[config.mk]
export PLATFORM = sky130hd
export DESIGN_NAME = queued_tone_generator
export DESIGN_NICKNAME = d
export VERILOG_FILES = /design/src/rtl/qtg_pkg.sv /design/src/rtl/qtg_core.sv /design/src/rtl/queued_tone_generator.sv
export SDC_FILE = /design/constraint.sdc
export NUM_CORES = 1
export LEC_CHECK = 0
export BUFFER_PORTS_ARGS = -buffer_cell sky130_fd_sc_hd__clkbuf_2
export CELL_PAD_IN_SITES_DETAIL_PLACEMENT = 0
export CELL_PAD_IN_SITES_GLOBAL_PLACEMENT = 2
export CORE_ASPECT_RATIO = 1.1
export CORE_MARGIN = 2
export CORE_UTILIZATION = 36
export CTS_CLUSTER_DIAMETER = 60
export CTS_CLUSTER_SIZE = 20
export DETAILED_ROUTE_END_ITERATION = 12
export HOLD_SLACK_MARGIN = 0.15
export PLACE_DENSITY = 0.85
export SLEW_MARGIN = 0
export SYNTH_ARGS = -nofsm -noshare
export SYNTH_HDL_FRONTEND = slang
export SYNTH_HIERARCHICAL = 1
export SYNTH_SLANG_ARGS = --single-unit
[constraint.sdc]
create_clock -name clock -period 6.4 [get_ports clock]
set_input_delay 1.6 -clock clock [delete_from_list [all_inputs] [get_ports clock]]
set_output_delay 1.6 -clock clock [all_outputs]
set_load 0.01 [all_outputs]
[src/rtl/qtg_pkg.sv]
`timescale 1ns / 1ps
`default_nettype none

package qtg_pkg;

   // Width of the tick down-counter that times each half period or silent slot.
   localparam int unsigned COUNT_WIDTH = 16;

   localparam int unsigned HALF_WIDTH = 16;
   localparam int unsigned LEN_WIDTH  = 16;
   localparam int unsigned CFG_WIDTH  = 16;

   localparam logic [CFG_WIDTH-1:0] MIN_HALF_RESET = 16'd1200;
   localparam logic [CFG_WIDTH-1:0] SILENT_RESET   = 16'd12000;

   // Byte address layout of the register file.
   localparam int unsigned CSR_ADDR_WIDTH = 3;
   localparam logic CSR_SEL_MIN_HALF = 1'b0;
   localparam logic CSR_SEL_SILENT   = 1'b1;

   typedef enum logic [1:0] {
      OP_TICK  = 2'd0,
      OP_PLAY  = 2'd1,
      OP_QUEUE = 2'd2,
      OP_STOP  = 2'd3
   } op_type;

   typedef enum logic [1:0] {
      MODE_NONE   = 2'd0,
      MODE_QUEUED = 2'd1,
      MODE_NOW    = 2'd2
   } mode_type;

   typedef struct packed {
      logic [CFG_WIDTH-1:0] min_half_period;
      logic [CFG_WIDTH-1:0] silent_slot;
   } cfg_type;

   typedef struct packed {
      logic [1:0]            op;
      logic [HALF_WIDTH-1:0] tone_half_period;
      logic [LEN_WIDTH-1:0]  tone_length;
   } item_type;

   typedef struct packed {
      logic pin_level;
      logic playing;
      logic next_pending;
   } result_type;

   // Fits a 16-bit distance to the counter width: truncates or zero-extends.
   function automatic logic [COUNT_WIDTH-1:0] fit_count(input logic [HALF_WIDTH-1:0] value);
      logic [31:0] wide;
      wide = 32'(value);
      return wide[COUNT_WIDTH-1:0];
   endfunction

endpackage

`default_nettype wire

[src/rtl/qtg_core.sv]
`timescale 1ns / 1ps
`default_nettype none

module qtg_core (
   input  wire logic               clock,
   input  wire logic               reset,
   input  wire logic               item_valid,
   input  wire qtg_pkg::item_type  item,
   input  wire qtg_pkg::cfg_type   cfg,
   output qtg_pkg::result_type     result
);
   import qtg_pkg::*;

   logic                   running_ff,   running_in;
   logic [HALF_WIDTH-1:0]  active_ff,    active_in;
   logic [LEN_WIDTH-1:0]   remain_ff,    remain_in;
   mode_type               mode_ff,      mode_in;
   logic [HALF_WIDTH-1:0]  pend_half_ff, pend_half_in;
   logic [LEN_WIDTH-1:0]   pend_len_ff,  pend_len_in;
   logic [COUNT_WIDTH-1:0] ticks_ff,     ticks_in;
   logic                   clears_ff,    clears_in;
   logic                   pin_ff,       pin_in;

   logic [COUNT_WIDTH-1:0] ticks_dec;
   logic [LEN_WIDTH-1:0]   remain_dec;
   logic                   take_pending;
   logic [HALF_WIDTH-1:0]  half_adj;

   assign ticks_dec  = ticks_ff - COUNT_WIDTH'(1);
   assign remain_dec = (remain_ff != '0) ? remain_ff - LEN_WIDTH'(1) : remain_ff;
   assign take_pending = (mode_ff == MODE_NOW) ||
                         ((remain_dec == '0) && (mode_ff != MODE_NONE));
   assign half_adj = ((item.tone_half_period != '0) &&
                      (item.tone_half_period < cfg.min_half_period)) ?
                     cfg.min_half_period : item.tone_half_period;

   always_comb begin
      running_in   = running_ff;
      active_in    = active_ff;
      remain_in    = remain_ff;
      mode_in      = mode_ff;
      pend_half_in = pend_half_ff;
      pend_len_in  = pend_len_ff;
      ticks_in     = ticks_ff;
      clears_in    = clears_ff;
      pin_in       = pin_ff;
      case (op_type'(item.op))
         OP_TICK: begin
            if (running_ff) begin
               ticks_in = ticks_dec;
               if (ticks_dec == '0) begin
                  if (clears_ff) begin
                     // End of a period: count it down and pick the next tone.
                     pin_in = 1'b0;
                     remain_in = remain_dec;
                     if (take_pending) begin
                        mode_in   = MODE_NONE;
                        active_in = pend_half_ff;
                        remain_in = pend_len_ff;
                     end
                     if (remain_in == '0) begin
                        running_in = 1'b0;
                        clears_in  = 1'b1;
                     end else if (active_in == '0) begin
                        ticks_in = fit_count(cfg.silent_slot);
                     end else begin
                        clears_in = 1'b0;
                        ticks_in  = fit_count(active_in);
                     end
                  end else begin
                     pin_in    = 1'b1;
                     clears_in = 1'b1;
                     ticks_in  = fit_count(active_ff);
                  end
               end
            end
         end
         OP_PLAY, OP_QUEUE: begin
            pend_half_in = half_adj;
            pend_len_in  = item.tone_length;
            mode_in      = (op_type'(item.op) == OP_PLAY) ? MODE_NOW : MODE_QUEUED;
            if (!running_ff) begin
               running_in = 1'b1;
               active_in  = '0;
               remain_in  = '0;
               ticks_in   = COUNT_WIDTH'(1);
               clears_in  = 1'b1;
               pin_in     = 1'b0;
            end
         end
         OP_STOP: begin
            if (running_ff) begin
               running_in = 1'b0;
               pin_in     = 1'b0;
               mode_in    = MODE_NONE;
               clears_in  = 1'b1;
            end
         end
         default: begin
         end
      endcase
   end

   always_ff @(posedge clock) begin
      if (reset) begin
         running_ff   <= 1'b0;
         active_ff    <= '0;
         remain_ff    <= '0;
         mode_ff      <= MODE_NONE;
         pend_half_ff <= '0;
         pend_len_ff  <= '0;
         ticks_ff     <= '0;
         clears_ff    <= 1'b1;
         pin_ff       <= 1'b0;
      end else if (item_valid) begin
         running_ff   <= running_in;
         active_ff    <= active_in;
         remain_ff    <= remain_in;
         mode_ff      <= mode_in;
         pend_half_ff <= pend_half_in;
         pend_len_ff  <= pend_len_in;
         ticks_ff     <= ticks_in;
         clears_ff    <= clears_in;
         pin_ff       <= pin_in;
      end
   end

   // The result of an item is the state it leaves behind.
   assign result.pin_level    = pin_in;
   assign result.playing      = running_in;
   assign result.next_pending = (mode_in != MODE_NONE);

endmodule

`default_nettype wire

[src/rtl/queued_tone_generator.sv]
`timescale 1ns / 1ps
`default_nettype none

// Square-wave buzzer driver with a one-tone queue.
// The req_ stream carries one word per timer tick or command (play now, queue
// next, stop); the rsp_ stream returns exactly one word per request word with
// the pin level, the playing flag and the queued flag after that request.
// The result of an accepted word is registered in the result register, or in
// the skid register while that one is full and not taken. Throughput is one
// word per cycle while rsp_tready stays high; all the work for a word is a
// single pass through the tone state update in the core, after the handshake.
// A two-entry output stage (result register plus skid register) decouples the
// sides: req_tready depends only on registered state, so a new word is taken
// while one result waits. When the receiver stalls, at most two results are
// held and req_tready falls until one has been taken; nothing is dropped.
// The csr_ port holds min_half_period (address 0) and silent_slot (address 4);
// write them only while the block is idle.
// Synchronous reset stops the generator, empties the queue and the output
// stage, and restores the registers to 1200 and 12000.
module queued_tone_generator (
   input  wire logic        clock,
   input  wire logic        reset,

   input  wire logic        req_tvalid,
   output logic             req_tready,
   // [1:0] op, [17:2] tone_half_period, [33:18] tone_length, [39:34] zero
   input  wire logic [39:0] req_tdata,

   output logic             rsp_tvalid,
   input  wire logic        rsp_tready,
   // [0] pin_level, [1] playing, [2] next_pending, [7:3] zero
   output logic [7:0]       rsp_tdata,

   input  wire logic        csr_psel,
   input  wire logic        csr_penable,
   input  wire logic        csr_pwrite,
   input  wire logic [qtg_pkg::CSR_ADDR_WIDTH-1:0] csr_paddr,
   input  wire logic [31:0] csr_pwdata,
   output logic [31:0]      csr_prdata,
   output logic             csr_pready
);
   import qtg_pkg::*;

   cfg_type    cfg_ff, cfg_in;
   item_type   item;
   result_type result;
   logic       accept_in;
   logic       take_out;
   logic       csr_write;

   logic       main_valid_ff, main_valid_in;
   result_type main_ff,       main_in;
   logic       skid_valid_ff, skid_valid_in;
   result_type skid_ff,       skid_in;

   // Configuration registers. Only the word-select bit of the address is
   // decoded, so each register answers at every byte of its word.
   assign csr_pready = 1'b1;
   assign csr_write  = csr_psel && csr_penable && csr_pwrite && csr_pready;

   always_comb begin
      cfg_in = cfg_ff;
      if (csr_write) begin
         if (csr_paddr[2] == CSR_SEL_MIN_HALF) begin
            cfg_in.min_half_period = csr_pwdata[CFG_WIDTH-1:0];
         end else begin
            cfg_in.silent_slot = csr_pwdata[CFG_WIDTH-1:0];
         end
      end
   end

   always_ff @(posedge clock) begin
      if (reset) begin
         cfg_ff.min_half_period <= MIN_HALF_RESET;
         cfg_ff.silent_slot     <= SILENT_RESET;
      end else begin
         cfg_ff <= cfg_in;
      end
   end

   assign csr_prdata = (csr_paddr[2] == CSR_SEL_SILENT) ?
                       32'(cfg_ff.silent_slot) : 32'(cfg_ff.min_half_period);

   // Request side: unpack the word and run it through the tone state.
   assign req_tready = !skid_valid_ff;
   assign accept_in  = req_tvalid && req_tready;

   assign item.op               = req_tdata[1:0];
   assign item.tone_half_period = req_tdata[17:2];
   assign item.tone_length      = req_tdata[33:18];

   qtg_core u_core (
      .clock      (clock),
      .reset      (reset),
      .item_valid (accept_in),
      .item       (item),
      .cfg        (cfg_ff),
      .result     (result)
   );

   // Output stage. The skid register only fills when a word arrives while the
   // result register is full and not being taken; it drains into the result
   // register before any new word is accepted.
   assign take_out = main_valid_ff && rsp_tready;

   always_comb begin
      main_valid_in = main_valid_ff;
      main_in       = main_ff;
      skid_valid_in = skid_valid_ff;
      skid_in       = skid_ff;
      if (!main_valid_ff || take_out) begin
         if (skid_valid_ff) begin
            main_valid_in = 1'b1;
            main_in       = skid_ff;
            skid_valid_in = 1'b0;
         end else begin
            main_valid_in = accept_in;
            main_in       = result;
         end
      end else if (accept_in) begin
         skid_valid_in = 1'b1;
         skid_in       = result;
      end
   end

   always_ff @(posedge clock) begin
      if (reset) begin
         main_valid_ff <= 1'b0;
         skid_valid_ff <= 1'b0;
      end else begin
         main_valid_ff <= main_valid_in;
         skid_valid_ff <= skid_valid_in;
      end
   end

   always_ff @(posedge clock) begin
      main_ff <= main_in;
      skid_ff <= skid_in;
   end

   assign rsp_tvalid = main_valid_ff;
   assign rsp_tdata  = {5'b0, main_ff.next_pending, main_ff.playing, main_ff.pin_level};

endmodule

`default_nettype wire
# After elaboration in Yosys (flattened, before gate mapping)

Cells that the tools add are included.
Widths: inputs -> output; s select.

Equal/unequal tests: 9
Bitwise operators: 2
Reductions and logical operators: 29
Mux-type cells: 57
$add $sub $neg: 2
Magnitude comparators: 1

Operators with widths:

| operator              | number |
|---|---|
| $mux 16               | 26 |
| $pmux 16 s2           | 3 |
| $logic_not 16->1      | 4 |
| $reduce_bool 16->1    | 2 |
| $sub 16x1->16 const B | 2 |
| $mux 1                | 17 |
| $lt 16x16->1          | 1 |
| $mux 2                | 6 |
| $pmux 1 s3            | 3 |
| $ne 2x1->1 const B    | 4 |
| $reduce_and 2->1      | 4 |
| $eq 2x2->1 const B    | 3 |
| $logic_and 1x1->1     | 6 |
| $pmux 2 s3            | 1 |
| $reduce_and 6->1      | 1 |
| $reduce_bool 2->1     | 3 |
| $reduce_and 5->1      | 1 |
| $reduce_and 4->1      | 1 |
| $reduce_or 2->1       | 2 |
| $mux 3                | 1 |
| $eq 2x1->1 const B    | 1 |
| $logic_not 1->1       | 2 |
| $logic_not 2->1       | 1 |
| $logic_or 1x1->1      | 2 |
| other kinds (2)       | 3 |

Bits in registers: 125
Output and inout port bits: 43
Logic and storage cells: 119
Input port bits: 82

# Longest topological paths before layout

Gate-level depths: netlist of run 1.

Depth in word-level cells: 17
Depth in mapped cells: 16
Gate-level depth less buffers: 13

# Cells and area by module

The synthesis of run 1 kept the hierarchy.

By module, submodules not included:

| module                | cells each | instances | area each (sq um) | seq. area each (sq um) |
|---|---|---|---|---|
| qtg_core              | 812        | 1         | 6037.0            | 1701.6 |
| queued_tone_generator | 192        | 1         | 2000.7            | 860.8 |

# Least setup slack after synthesis of run 1

OpenSTA, ideal clock, no wires.

Path kind: input port to flip-flop
Start: in req_tdata[3]
End: reg u_core.pend_half_ff[10]
Arrival: 3.865 ns
Path buffers: 1
Setup time: 0.092 ns
Data required time: 6.308 ns
Cell stages on the path: 11
Path slack: 2.443 ns
Cells stage by stage: ha_1 a21o_1 a21o_1 a21o_1 a21o_1 a21oi_1 o211ai_1 nand2_1 clkbuf_1 mux2_2 nor4_1

Cells in the longest elaborated chain, start to end: 3
Elaborated cells on any way between the ends: 4
Classes of those cells: order compare: 1; mux: 1; reduce/logical: 2

RTL lines:

| element                                                   | line                           | RTL |
|---|---|---|
| from (decl)                                               | queued_tone_generator.sv:27    | `input wire logic [39:0] req_tdata,` |
| $lt 16x16->1 / $reduce_bool 16->1 (equally long branches) | qtg_core.sv:34, qtg_core.sv:33 |  |
| $logic_and 1x1->1 *                                       | qtg_core.sv:33                 | `assign half_adj = ((item.tone_half_period != '0) &&` |
| $mux 16 *                                                 | qtg_core.sv:34                 | `(item.tone_half_period < cfg.min_half_period)) ?` |
| to (signal assigned)                                      | qtg_core.sv:120                | `pend_half_ff <= pend_half_in;` |
| to (decl)                                                 | qtg_core.sv:18                 | `logic [HALF_WIDTH-1:0] pend_half_ff, pend_half_in;` |

Mark *: on every way between the ends. The rest lies on a longest branch, timed or not.
A chain may end at the register's enable or synchronous reset.

# Final worst setup path of run 1

Start: reg u_core.remain_ff[0]
End: reg u_core.ticks_ff[6]

Cells in the longest elaborated chain, start to end: 17
Elaborated cells on any way between the ends: 24
Classes of those cells: add/sub: 1; mux: 17; reduce/logical: 6

RTL lines:

| element                                                    | line            | RTL |
|---|---|---|
| from (decl)                                                | qtg_core.sv:16  | `logic [LEN_WIDTH-1:0] remain_ff, remain_in;` |
| from (signal assigned)                                     | qtg_core.sv:118 | `remain_ff <= remain_in;` |
| $sub 16x1->16 / $reduce_bool 16->1 (equally long branches) | qtg_core.sv:30  | `assign remain_dec = (remain_ff != '0) ? remain_ff - LEN_WIDTH'(1) : remain_ff;` |
| $mux 16 *                                                  | qtg_core.sv:30  |  |
| $logic_not 16->1                                           | qtg_core.sv:32  | `((remain_dec == '0) && (mode_ff != MODE_NONE));` |
| $logic_and 1x1->1                                          | qtg_core.sv:32  |  |
| $logic_or 1x1->1                                           | qtg_core.sv:31  | `assign take_pending = (mode_ff == MODE_NOW) \|\|` |
| $mux 16                                                    | qtg_core.sv:56  | `if (take_pending) begin` |
| $mux 16                                                    | qtg_core.sv:52  | `if (clears_ff) begin` |
| $mux 16                                                    | qtg_core.sv:51  | `if (ticks_dec == '0) begin` |
| $mux 16                                                    | qtg_core.sv:49  | `if (running_ff) begin` |
| $mux 16                                                    | qtg_core.sv:47  | `case (op_type'(item.op))` |
| $logic_not 16->1                                           | qtg_core.sv:64  | `end else if (active_in == '0) begin` |
| $mux 16                                                    | qtg_core.sv:64  |  |
| $mux 16 *                                                  | qtg_core.sv:61  | `if (remain_in == '0) begin` |
| $mux 16 *                                                  | qtg_core.sv:52  |  |
| $mux 16 *                                                  | qtg_core.sv:51  |  |
| $mux 16 *                                                  | qtg_core.sv:49  |  |
| $pmux 16 s2 *                                              | qtg_core.sv:47  |  |
| to (signal assigned)                                       | qtg_core.sv:122 | `ticks_ff <= ticks_in;` |
| to (decl)                                                  | qtg_core.sv:20  | `logic [COUNT_WIDTH-1:0] ticks_ff, ticks_in;` |

Mark *: on every way between the ends. The rest lies on a longest branch, timed or not. The select of a mux whose other input is x is not followed.

==> results of run 1 <==
## synth_stat cells (all sizes together), types with 17 or more instances
cell	n
ha	23
nand2b	46
mux2i	36
dfxtp	119
mux2	35
nor4	40
o21ai	52
nand2	86
buf	48
a22oi	27
and2	17
inv	34
nor3	19
a21oi	48
clkbuf	50
nor2	132
a221oi	22
## sequential cells by signal, summed over array words and instances (netlist names), 2 cells and up
signal	flops
skid_ff	3
rsp_tdata	3
u_core/active_ff	16
u_core/pend_len_ff	16
u_core/pend_half_ff	16
cfg_ff	32
u_core/mode_ff	2
u_core/remain_ff	16
u_core/ticks_ff	16
## critical path, stage by stage (launching register included)
cell and delay [ns]:
dfxtp_1 0.39, inv_1 0.11, ha_1 0.37, or3b_2 0.51, or4_4 0.51, nand3b_2 0.17
xor2_2 0.24, nand4_1 0.22, o31ai_4 0.69, buf_4 0.38, mux2_2 0.38, a2111oi_2 0.42
a311oi_1 0.08, a21o_1 0.17
## layer usage
metal / wire length, um / global-route usage, %
met1: 10700 / 26.6
met2: 11400 / 33.8
met3: 864 / 3.21
met4: 627 / 7.24
met5: 0 / 0
## kinds of logic after synthesis
group,after synthesis
adder cells (fa/ha/maj),23
AO/OA/AOI/OAI,232
other,2
flip-flops,125
buffers and inverters,132
multiplexers,71
XOR/XNOR,8
AND/OR/NAND/NOR,411
## area by class of cell
type | count | area [um^2]
clock buffers | 17 | 425
clock inverters | 15 | 168
fillers | 2287 | 13000
inverters | 34 | 128
multi-input cells | 767 | 4890
flip-flops and latches | 125 | 2560
well taps | 295 | 369
repair buffers | 87 | 460
## power by group through the flow
stage          sequential, uW  combinational, uW  clock (uW)
3_5_place_dp              886                617           0
5_1_grt                   873                691        1040
4_1_cts                   868                621        1000
2_1_floorplan             860                493           0
3_3_place_gp              885                622           0
6_report                  868                624         983
## path summary, 6_finish.rpt
| kind | start | endpoint | slack [ns] |
|---|---|---|---|
| setup reg to reg | u_core/remain_ff[0] | u_core/ticks_ff[6] | 1.63 |
| setup / recovery | u_core/remain_ff[0] | u_core/ticks_ff[6] | 1.63 |
| hold reg to reg | u_core/pend_len_ff[6] | u_core/pend_len_ff[6] | 0.48 |
| hold / removal | u_core/pend_len_ff[6] | u_core/pend_len_ff[6] | 0.48 |
## per-stage QoR
stage,power [uW],setup slack (ns),std cells,utilization [%]
finish,2480,1.63,1340,40.9
CTS,2490,1.62,1340,40.9
global route,2600,1.28,1340,40.9
detailed placement,1500,1.46,1308,38.2
floorplan,1350,2.44,1024,-
global placement,1510,1.53,1308,38.2
==> results by group, run 1 <==
Status
  – Outcome: complete, no violations

Clock tree
  – Setup Buffers After CTS: 0
  – Clock Sinks: approximately 130
  – Post-cts resize count: 0
  – Later-pin clock latency in the skew report: ~0.43 ns
  – H-tree levels: 4
  – Cts hold-fix bufs: 0
  – Clock transition at path regs: roughly 0.070 ns
  – CTS max path bufs: 2
  – CTS tree: built
  – Clock buffer count from CTS: 17
  – Clock root cell: clkbuf_16

STA
  – Final period utilization: between 70% and 80%
  – Slew margin rel.: ~27%
  – Final Hold Viols: 0
  – Worst-margin pin slew: ~1.1 ns
  – Fin Hold WS: 0.478 ns
  – Clock skew: between 0.01 and 0.015 ns
  – Period minus WS final: roughly 4.8 ns
  – Max Fclk: 210 MHz
  – Final setup violation count: 0
  – RSZ-0062 raised after global routing: no
  – Max-slew violations: 0
  – Setup tns final: 0 ns

Pwr
  – Maximum VDD drop: between 0.15 and 0.2 mV
  – Static leakage: roughly 0.0037 uW
  – Sw power: between 800 and 900 uW
  – Sw Share: a little over a third
  – Int Power: approximately 1600 uW
  – Clock power share: 39.7%
  – Logic pwr share: between 20% and 30%
  – Sequential power share: 35.1%
  – PwrDens: ~270 mW/mm^2

Setup path
  – Critical path launch point type: flip-flop
  – Crit path max fanout: 21
  – Worst reg2reg path depth: 13
  – CP Class: flip-flop to flip-flop
  – Crit end category: flip-flop
  – CP Data Arrival Time: 5.09 ns
  – Worst Path Required: roughly 6.7 ns

Floorplanning
  – Placement Rows: 57
  – Core box area: approximately 0.022 mm^2
  – Ports: ~130
  – Die Area: roughly 0.024 mm^2
  – Die Width: 146 um
  – Starting Density: between 30% and 40%
  – Die Span Y: 161 um

Global route
  – Global-route wire length before repair: 38.1 mm
  – Largest net degree at the start of global routing: approximately 70
  – Vias in the first global route: approximately 6.9k
  – Antenna violations before repair: 0
  – Remaining Overflow, GRT: 0
  – GR Util All Layers: just over 20%

Detailed routing
  – DRT Wirelength: about 24 mm
  – Drt pass-1 iters: 5
  – Final ANT Viol Nets: 0
  – DR WL/cell: between 15 and 20 um
  – Vias per cell: about 5.4
  – Initial DRC Count: around 440
  – DR vias: between 7k and 8k
  – Residual DRC count: 0

Finish
  – Most frequent cells in the layout: 131 x nor2_1, 119 x dfxtp_1, 86 x nand2_1
  – # diodes: 0
  – Share of cells above drive strength 1: between 10% and 20%
  – Final instance area: 0.00901 mm^2
  – Leading cell type in the layout, fill and taps excluded: nor2_1
  – Layout Area Growth over Synthesis: 12.1%
  – Final Net Count: 1137

Logic synthesis
  – Post-Synth Adder-Cell Area: between 3 and 4%
  – Area leader, netlist: dfxtp_1
  – Synthesized-area fraction occupied by xor and xnor cells: less than 1%
  – Yosys reg bits: about 130
  – Top post-synthesis cells by area: dfxtp_1 30%, nor2_1 6.1%, mux2_2 4.9%, mux2i_1 4.5%, nand2_1 4.0%
  – Synthesized area: 0.00804 mm^2
  – Area share of and/or/nand/nor cells after synthesis: 25.9%
  – Syn Area/Cell: ~8.0 um^2
  – Syn Inst Count: 1004
  – Asr flop ratio synth: 0%
  – Synth Area in Compound Gates: between 20% and 30%
  – Distinct cells, synth: 76
  – Largest family of logic cells by synthesized area: simple AND/OR/NAND/NOR gates
  – Post-synthesis mux area share: a little under a tenth
  – Yosys warns: 6
  – Register area share after synthesis: around a third
  – Ys flop type: dfxtp_1
  – EDFF count, synth: 6
  – Share of the synthesized area in the top cell type: around 30%

Placement
  – Area of placed instances: ~0.0084 mm^2
  – DP HPWL: between 15 and 20 mm
  – IO Port Bufs: between 70 and 80
  – Gpl congestion: around 0.82

Run
  – Max cap viols: 0

Worst hold path
  – Hold path depth: 2
  – Worst min path class: flip-flop to flip-flop
No activity file was read; power rests on OpenSTA's default activity.
==> inputs of run 2 (changes only) <==
--- a/config.mk
+++ b/config.mk
@@ -10,12 +10,12 @@
 export CELL_PAD_IN_SITES_GLOBAL_PLACEMENT = 2
 export CORE_ASPECT_RATIO = 1.1
 export CORE_MARGIN = 2
-export CORE_UTILIZATION = 36
+export CORE_UTILIZATION = 31
 export CTS_CLUSTER_DIAMETER = 60
 export CTS_CLUSTER_SIZE = 20
 export DETAILED_ROUTE_END_ITERATION = 12
 export HOLD_SLACK_MARGIN = 0.15
-export PLACE_DENSITY = 0.85
+export PLACE_DENSITY = 0.78
 export SLEW_MARGIN = 0
 export SYNTH_ARGS = -nofsm -noshare
 export SYNTH_HDL_FRONTEND = slang
==> constraint.sdc (replaced) <==
create_clock -name clock -period 4.2 [get_ports clock]
set_input_delay 1.05 -clock clock [delete_from_list [all_inputs] [get_ports clock]]
set_output_delay 1.05 -clock clock [all_outputs]
set_load 0.01 [all_outputs]
==> run 2 against run 1 <==
  * Combinational power grew 67%
  * Utilization fell by 4.0 points
  * Routed wire length grew 5.1%
  * First-iteration DRC count fell by 23%
  * Critical path depth shrank 2
  * Worst setup slack lost 1.3 ns
  * Sequential cell count unchanged
  * Worst hold slack worse by 0.011 ns
  * Largest cell class unchanged
  * Largest power group unchanged
==> results by group, run 2 (same netlist as run 1, synthesis figures left out) <==
Clock tree
  – Clock root cell: clkbuf_16
  – Setup Buffers After CTS: 0 (unchanged)
  – Clock transition at path regs: 0.07 ns (about the same)
  – Clock Sinks: 125 (unchanged)
  – CTS max path bufs: 2 (unchanged)
  – Clock buffer count from CTS: 17 (unchanged)
  – Later-pin clock latency in the skew report: 0.43 ns (about the same)
  – CTS tree: built
  – H-tree levels: 4 (unchanged)

Setup path
  – Critical path launch point type: flip-flop
  – Crit path largest cell delay: 0.64 ns (-0.05 ns)
  – Crit end category: flip-flop
  – Crit path depth: 11 (-2)
  – CP Class: flip-flop to flip-flop
  – Crit path max fanout: 15 (-29%)
  – Worst reg2reg path depth: 11 (-2)
  – Top Family by Delay on Critical Path: simple AND/OR/NAND/NOR gates
  – CP max stage cell: or4_4
  – CP Data Arrival Time: 4.21 ns (-0.88 ns)
  – CP cell instances: or4_1 -> or4_4 -> nand3b_2 -> xor2_2 -> nand4_1 -> o31ai_4 -> mux2i_2 -> buf_12 -> a221oi_1 -> a21oi_1 -> a221o_1
  – Worst Path Required: 4.51 ns (-2.21 ns)
  – CP bufs+invs: 1 (-1)

Detailed routing
  – Final ANT Viol Nets: 0 (unchanged)
  – Initial DRC Count: 336 (-23%)
  – Vias per cell: 5.21 (-4.3%)
  – DR WL/cell: 17.5 um (-1.1%)
  – Drt pass-1 iters: 5 (unchanged)
  – Residual DRC count: 0 (unchanged)
  – DR vias: 7416 (+1.7%)
  – DRT Wirelength: 24.9 mm (+5.1%)

Pwr
  – Static leakage: 0.00386 uW (+4.9%)
  – PwrDens: 411 mW/mm^2 (+49%)
  – Int Power: 2530 uW (+59%)
  – Clock power share: 38.8% (-0.9 points)
  – Logic pwr share: 27.0% (+1.8 points)
  – Sw power: 1320 uW (+48%)
  – Final Power: 3850 uW (+55%)
  – Sw Share: 34.3% (-1.6 points)
  – Sequential power share: 34.2% (-0.9 points)
  – Maximum VDD drop: 0.247 mV (+55%)

Placement
  – Gpl congestion: 0.863 (+5.6%)
  – Pre-CTS setup slack: 0.134 ns (-1.32 ns)
  – Placed Cells: 1392 (+6.4%)
  – DP HPWL: 18.4 mm (+7.0%)
  – IO Port Bufs: 78 (unchanged)

Global route
  – Remaining Overflow, GRT: 0 (unchanged)
  – Largest net degree at the start of global routing: 82 (+19%)
  – Antenna violations before repair: 0 (unchanged)
  – GR Util All Layers: 18.7% (-1.6 points)
  – Global-route wire length before repair: 40.1 mm (+5.3%)
  – Vias in the first global route: 7121 (+2.9%)

STA
  – Max-slew violations: 0 (unchanged)
  – Final period utilization: 93.0% (+19 points)
  – Slew margin rel.: 38.5% (+11 points)
  – Period minus WS final: 3.91 ns (-0.861 ns)
  – RSZ-0062 raised after global routing: no
  – Post-route worst setup slack: 0.293 ns (-1.34 ns)
  – Clock skew: 0.0128 ns (+0.000523 ns)
  – Max Fclk: 256 MHz (+22%)
  – Setup tns final: 0 ns (unchanged)
  – Worst-margin pin slew: 0.923 ns (-0.159 ns)
  – Final Hold Viols: 0 (unchanged)
  – Final setup violation count: 0 (unchanged)

Worst hold path
  – Hold path depth: 2 (unchanged)
  – Worst min path class: flip-flop to flip-flop

Floorplanning
  – Ports: 125 (unchanged)
  – Placement Rows: 61 (+7.0%)
  – Core box area: 0.0254 mm^2 (+15%)
  – Die Span Y: 173 um (+7.6%)
  – Die Width: 158 um (+7.6%)
  – Starting Density: 31.6% (-4.8 points)
  – Die Area: 0.0272 mm^2 (+16%)

Finish
  – Most frequent cells in the layout: 131 x nor2_1, 119 x dfxtp_1, 86 x nand2_1
  – Layout Area Growth over Synthesis: 16.5%
  – # diodes: 0 (unchanged)
  – Leading cell type in the layout, fill and taps excluded: nor2_1
  – Share of cells above drive strength 1: 20.0% (+2.8 points)
  – Biggest register: cfg_ff
  – Final Net Count: 1170 (+2.9%)
  – Non-filler instance count after layout: 1424 (+6.3%)
  – Final Util: 36.9% (-4.0 points)
  – Max FFs per register: 32 (unchanged)

Run
  – Max cap viols: 0 (unchanged)

Status
  – Outcome: complete, no violations
==> run 2: layer usage <==
metal | track usage, % | vias to the layer above | wire length, um
li1 | - | 3717 | -
met1 | 24.1 | 3501 | 11200
met2 | 31.0 | 165 | 12000
met3 | 3.26 | 33 | 891
met4 | 7.31 | 0 | 766
met5 | 0 | - | 0
==> run 2: power by group through the flow <==
stage | combinational (uW) | clock, uW | sequential [uW]
2_1_floorplan | 751 | 0 | 1310
3_3_place_gp | 1020 | 0 | 1340
3_5_place_dp | 1020 | 0 | 1340
4_1_cts | 1030 | 1520 | 1320
5_1_grt | 1150 | 1580 | 1320
6_report | 1040 | 1490 | 1320
==> run 2: path summary, 6_finish.rpt <==
path / startpoint / to / slack (ns)
setup / recovery: u_core/remain_ff[10] / u_core/ticks_ff[4] / 0.29
hold / removal: u_core/pend_len_ff[8] / u_core/pend_len_ff[8] / 0.47
hold reg to reg: u_core/pend_len_ff[8] / u_core/pend_len_ff[8] / 0.47
setup reg to reg: u_core/remain_ff[10] / u_core/ticks_ff[4] / 0.29
==> run 2: worst reg2reg max path, cell delays in order, from the launching register on <==
cell      delay [ns]
dfxtp_1         0.36
or4_1           0.62
or4_4           0.64
nand3b_2        0.17
xor2_2          0.24
nand4_1         0.24
o31ai_4         0.33
mux2i_2         0.17
buf_12          0.18
a221oi_1        0.39
a21oi_1         0.13
a221o_1         0.32
==> run 2: repair_timing <==
action,in CTS,in global routing
resized for setup,0,4
hold buffers,0,0
setup endpoints to repair,0,23
==> run 2: metrics by stage <==
step | hold WS, ns | area [um^2]
5_1_grt | 0.502 | 9370
4_1_cts | 0.470 | 9350
3_5_place_dp | 0.463 | 8760
6_report | 0.467 | 9370
2_1_floorplan | 0.444 | 8110
3_3_place_gp | 0.459 | 8760
==> run 2: final cells by class <==
cell class,instances,area (um^2)
clock buffer,18,439
sequential,125,2560
fill,2649,16000
inverter,34,128
timing repair buffer,120,746
multi-input combinational,767,4910
tap,346,433
clock inverter,14,145
==> inputs of run 3 (changes only) <==
--- a/config.mk
+++ b/config.mk
@@ -15,7 +15,7 @@
 export CTS_CLUSTER_SIZE = 20
 export DETAILED_ROUTE_END_ITERATION = 12
 export HOLD_SLACK_MARGIN = 0.15
-export PLACE_DENSITY = 0.78
+export PLACE_DENSITY_LB_ADDON = 0.1
 export SLEW_MARGIN = 0
 export SYNTH_ARGS = -nofsm -noshare
 export SYNTH_HDL_FRONTEND = slang
==> constraint.sdc (replaced) <==
create_clock -name clock -period 3.4 [get_ports clock]
set_input_delay 0.85 -clock clock [delete_from_list [all_inputs] [get_ports clock]]
set_output_delay 0.85 -clock clock [all_outputs]
set_load 0.01 [all_outputs]
==> run 3 against run 2 <==
  * The flow now finishes with violations (setup timing)
  * Sequential share of layout area decreased by 4.0 points
  * Final cell count increased by 8.6%
  * Maximum frequency increased by 9.0%
  * Clock power increased by 24%
  * Power increased by 44%
  * Worst setup slack got worse by 0.48 ns
  * Highest routed layer unchanged
  * Critical path depth increased by 2
  * Sequential power increased by 23%
  * Die area unchanged
==> results by group, run 3 (same netlist as run 1, synthesis figures left out) <==
Placement
  – IO Port Bufs: 78 (unchanged)
  – Area of placed instances: 0.00961 mm^2 (+9.7%)
  – Pre-CTS setup slack: -0.331 ns (-0.465 ns)
  – DP HPWL: 21.3 mm (+16%)
  – Gpl congestion: 0.813 (-5.8%)

Setup path
  – CP Class: flip-flop to flip-flop
  – CP cell instances: or4_4 -> buf_6 -> nor4_4 -> a31oi_2 -> or4_4 -> o31ai_4 -> buf_6 -> mux2i_4 -> buf_12 -> a221oi_2 -> buf_4 -> a21oi_2 -> a221o_1
  – Worst Path Required: 3.72 ns (-0.79 ns)
  – Crit end category: flip-flop
  – CP max stage cell: or4_4
  – Crit path max fanout: 8 (-7)
  – Crit path largest cell delay: 0.58 ns (-0.06 ns)
  – Critical path launch point type: flip-flop
  – CP Data Arrival Time: 3.90 ns (-0.31 ns)

Status
  – Outcome: finished, violations left
  – Failing checks: setup timing

Clock tree
  – Clock root cell: clkbuf_16
  – Clock buffer count from CTS: 17 (unchanged)
  – Clock Sinks: 125 (unchanged)
  – CTS max path bufs: 2 (unchanged)
  – Later-pin clock latency in the skew report: 0.43 ns (about the same)
  – Clock transition at path regs: 0.07 ns (about the same)
  – Cts hold-fix bufs: 0 (unchanged)
  – CTS tree: built
  – H-tree levels: 4 (unchanged)

Detailed routing
  – DR WL/cell: 18.8 um (+7.8%)
  – DRT Wirelength: 29.1 mm (+17%)
  – Residual DRC count: 0 (unchanged)
  – Drt pass-1 iters: 4 (-1)
  – DR vias: 7929 (+6.9%)
  – Vias per cell: 5.13 (-1.5%)
  – Initial DRC Count: 466 (+39%)
  – Final ANT Viol Nets: 0 (unchanged)

Floorplanning
  – Placement Rows: 61 (unchanged)
  – Die Area: 0.0272 mm^2 (unchanged)
  – Die Width: 158 um (unchanged)
  – Ports: 125 (unchanged)
  – Die Span Y: 173 um (unchanged)
  – Core box area: 0.0254 mm^2 (unchanged)
  – Starting Density: 31.6% (unchanged)

Worst hold path
  – Worst min path class: flip-flop to flip-flop

Finish
  – Fillcell total: 2621 (-1.1%)
  – Final Net Count: 1292 (+10%)
  – Max FFs per register: 32 (unchanged)
  – Most frequent cells in the layout: 133 x buf_4, 129 x nor2_1, 114 x dfxtp_1
  – Area of the multi-input gates: 0.00544 mm^2 (+11%)
  – Layout Area Growth over Synthesis: 36.9%
  – Share of cells above drive strength 1: 33.2% (+13 points)
  – Leading cell type in the layout, fill and taps excluded: buf_4
  – Biggest register: cfg_ff
  – Reg area: 0.00257 mm^2 (+0.24%)
  – Final instance area: 0.0110 mm^2 (+17%)
  – # diodes: 0 (unchanged)

STA
  – Final setup violation count: 20 (+20)
  – Setup tns final: -2.32 ns (-2.32 ns)
  – Final Hold Viols: 0 (unchanged)
  – Final period utilization: 105% (+12 points)
  – Post-route worst setup slack: -0.186 ns (-0.479 ns)
  – Slew margin rel.: 50.9% (+12 points)
  – Fin Hold WS: 0.472 ns (+0.00538 ns)
  – RSZ-0062 raised after global routing: yes
  – Max Fclk: 279 MHz (+9.0%)
  – Worst-margin pin slew: 0.733 ns (-0.190 ns)
  – Max-slew violations: 0 (unchanged)
  – Clock skew: 0.0147 ns (+0.00195 ns)
  – Period minus WS final: 3.59 ns (-0.321 ns)

Pwr
  – Clock power share: 33.4% (-5.4 points)
  – Final Power: 5540 uW (+44%)
  – Sequential power share: 29.2% (-5.0 points)
  – Static leakage: 0.00464 uW (+20%)
  – Maximum VDD drop: 0.270 mV (+9.4%)
  – Int Power: 3550 uW (+41%)
  – PwrDens: 503 mW/mm^2 (+23%)
  – Sw power: 1980 uW (+50%)
  – Sw Share: 35.8% (+1.5 points)
  – Logic pwr share: 37.4% (+10 points)

Global route
  – Largest net degree at the start of global routing: 54 (-34%)
  – Remaining Overflow, GRT: 0 (unchanged)
  – Global-route wire length before repair: 44.7 mm (+12%)
  – Antenna violations before repair: 0 (unchanged)
  – GR Util All Layers: 21.3% (+2.5 points)
  – Vias in the first global route: 7681 (+7.9%)

Run
  – Max cap viols: 0 (unchanged)
run 3: cell count changes in the layout (fill, tap and decap cells not counted), moves of 6 or more:
cell      change
o21ai_1       +6
a221oi_1     -16
o21ai_0       -9
a21oi_1       -6
a221oi_2     +11
buf_12        +8
buf_4        +93
buf_6        +18
run 3: path summary, 6_finish.rpt:
check | startpoint | endpoint | slack (ns) | depth (start not counted)
max | u_core/remain_ff[11] | u_core/ticks_ff[4] | -0.19 | 13
min | u_core/pend_len_ff[8] | u_core/pend_len_ff[8] | 0.47 | 2
max reg2reg | u_core/remain_ff[11] | u_core/ticks_ff[4] | -0.19 | 13
min reg2reg | u_core/pend_len_ff[8] | u_core/pend_len_ff[8] | 0.47 | 2
run 3: area by class of cell:
class                   instances  area share [%]
repair buffers                241            16.8
clock inverters                15            1.52
inverters                      34            1.16
clock buffers                  17            3.87
well taps                     346            3.93
flip-flops and latches        125            23.3
multi-input cells             768            49.4
run 3: stage by stage:
step,util [%],std cells
5_1_grt,43.3,1546
6_report,43.3,1546
4_1_cts,41.8,1538
3_5_place_dp,37.8,1485
3_3_place_gp,37.8,1485
2_1_floorplan,-,1024
run 3: worst max-delay path, delay by kind of cell (launching register included):
family / cells / cell delay (ns)
AO/OA/AOI/OAI: 5 / 1.00
AND/OR/NAND/NOR: 3 / 1.40
multiplexers: 1 / 0.08
buffers and inverters: 4 / 0.66
flip-flops: 1 / 0.32
run 3: per-layer routing:
metal	part of all wire (%)	wire length, um	GRT usage (%)	vias to the layer above
met5	0	0	0	-
met4	2.1	622	6.14	0
met3	2.4	688	2.91	25
met2	49	14200	35.8	132
met1	47	13500	28.2	3808
li1	-	-	-	3964
run 3: power by group through the flow:
stage / combinational [uW] / clock (uW) / sequential, uW
after floorplan: 996 / 0 / 1620
after global placement: 1590 / 0 / 1650
after detailed placement: 1590 / 0 / 1650
after CTS: 1820 / 1890 / 1620
after global routing: 2230 / 1950 / 1630
final: 2070 / 1850 / 1620
run 3: repair_timing:
action                                  4_1_cts  5_1_grt
endpoints found under the setup margin       50       55
cloned                                        2        1
pin swaps                                    17       29
setup buffers                                20        9
resized for setup                            46       61
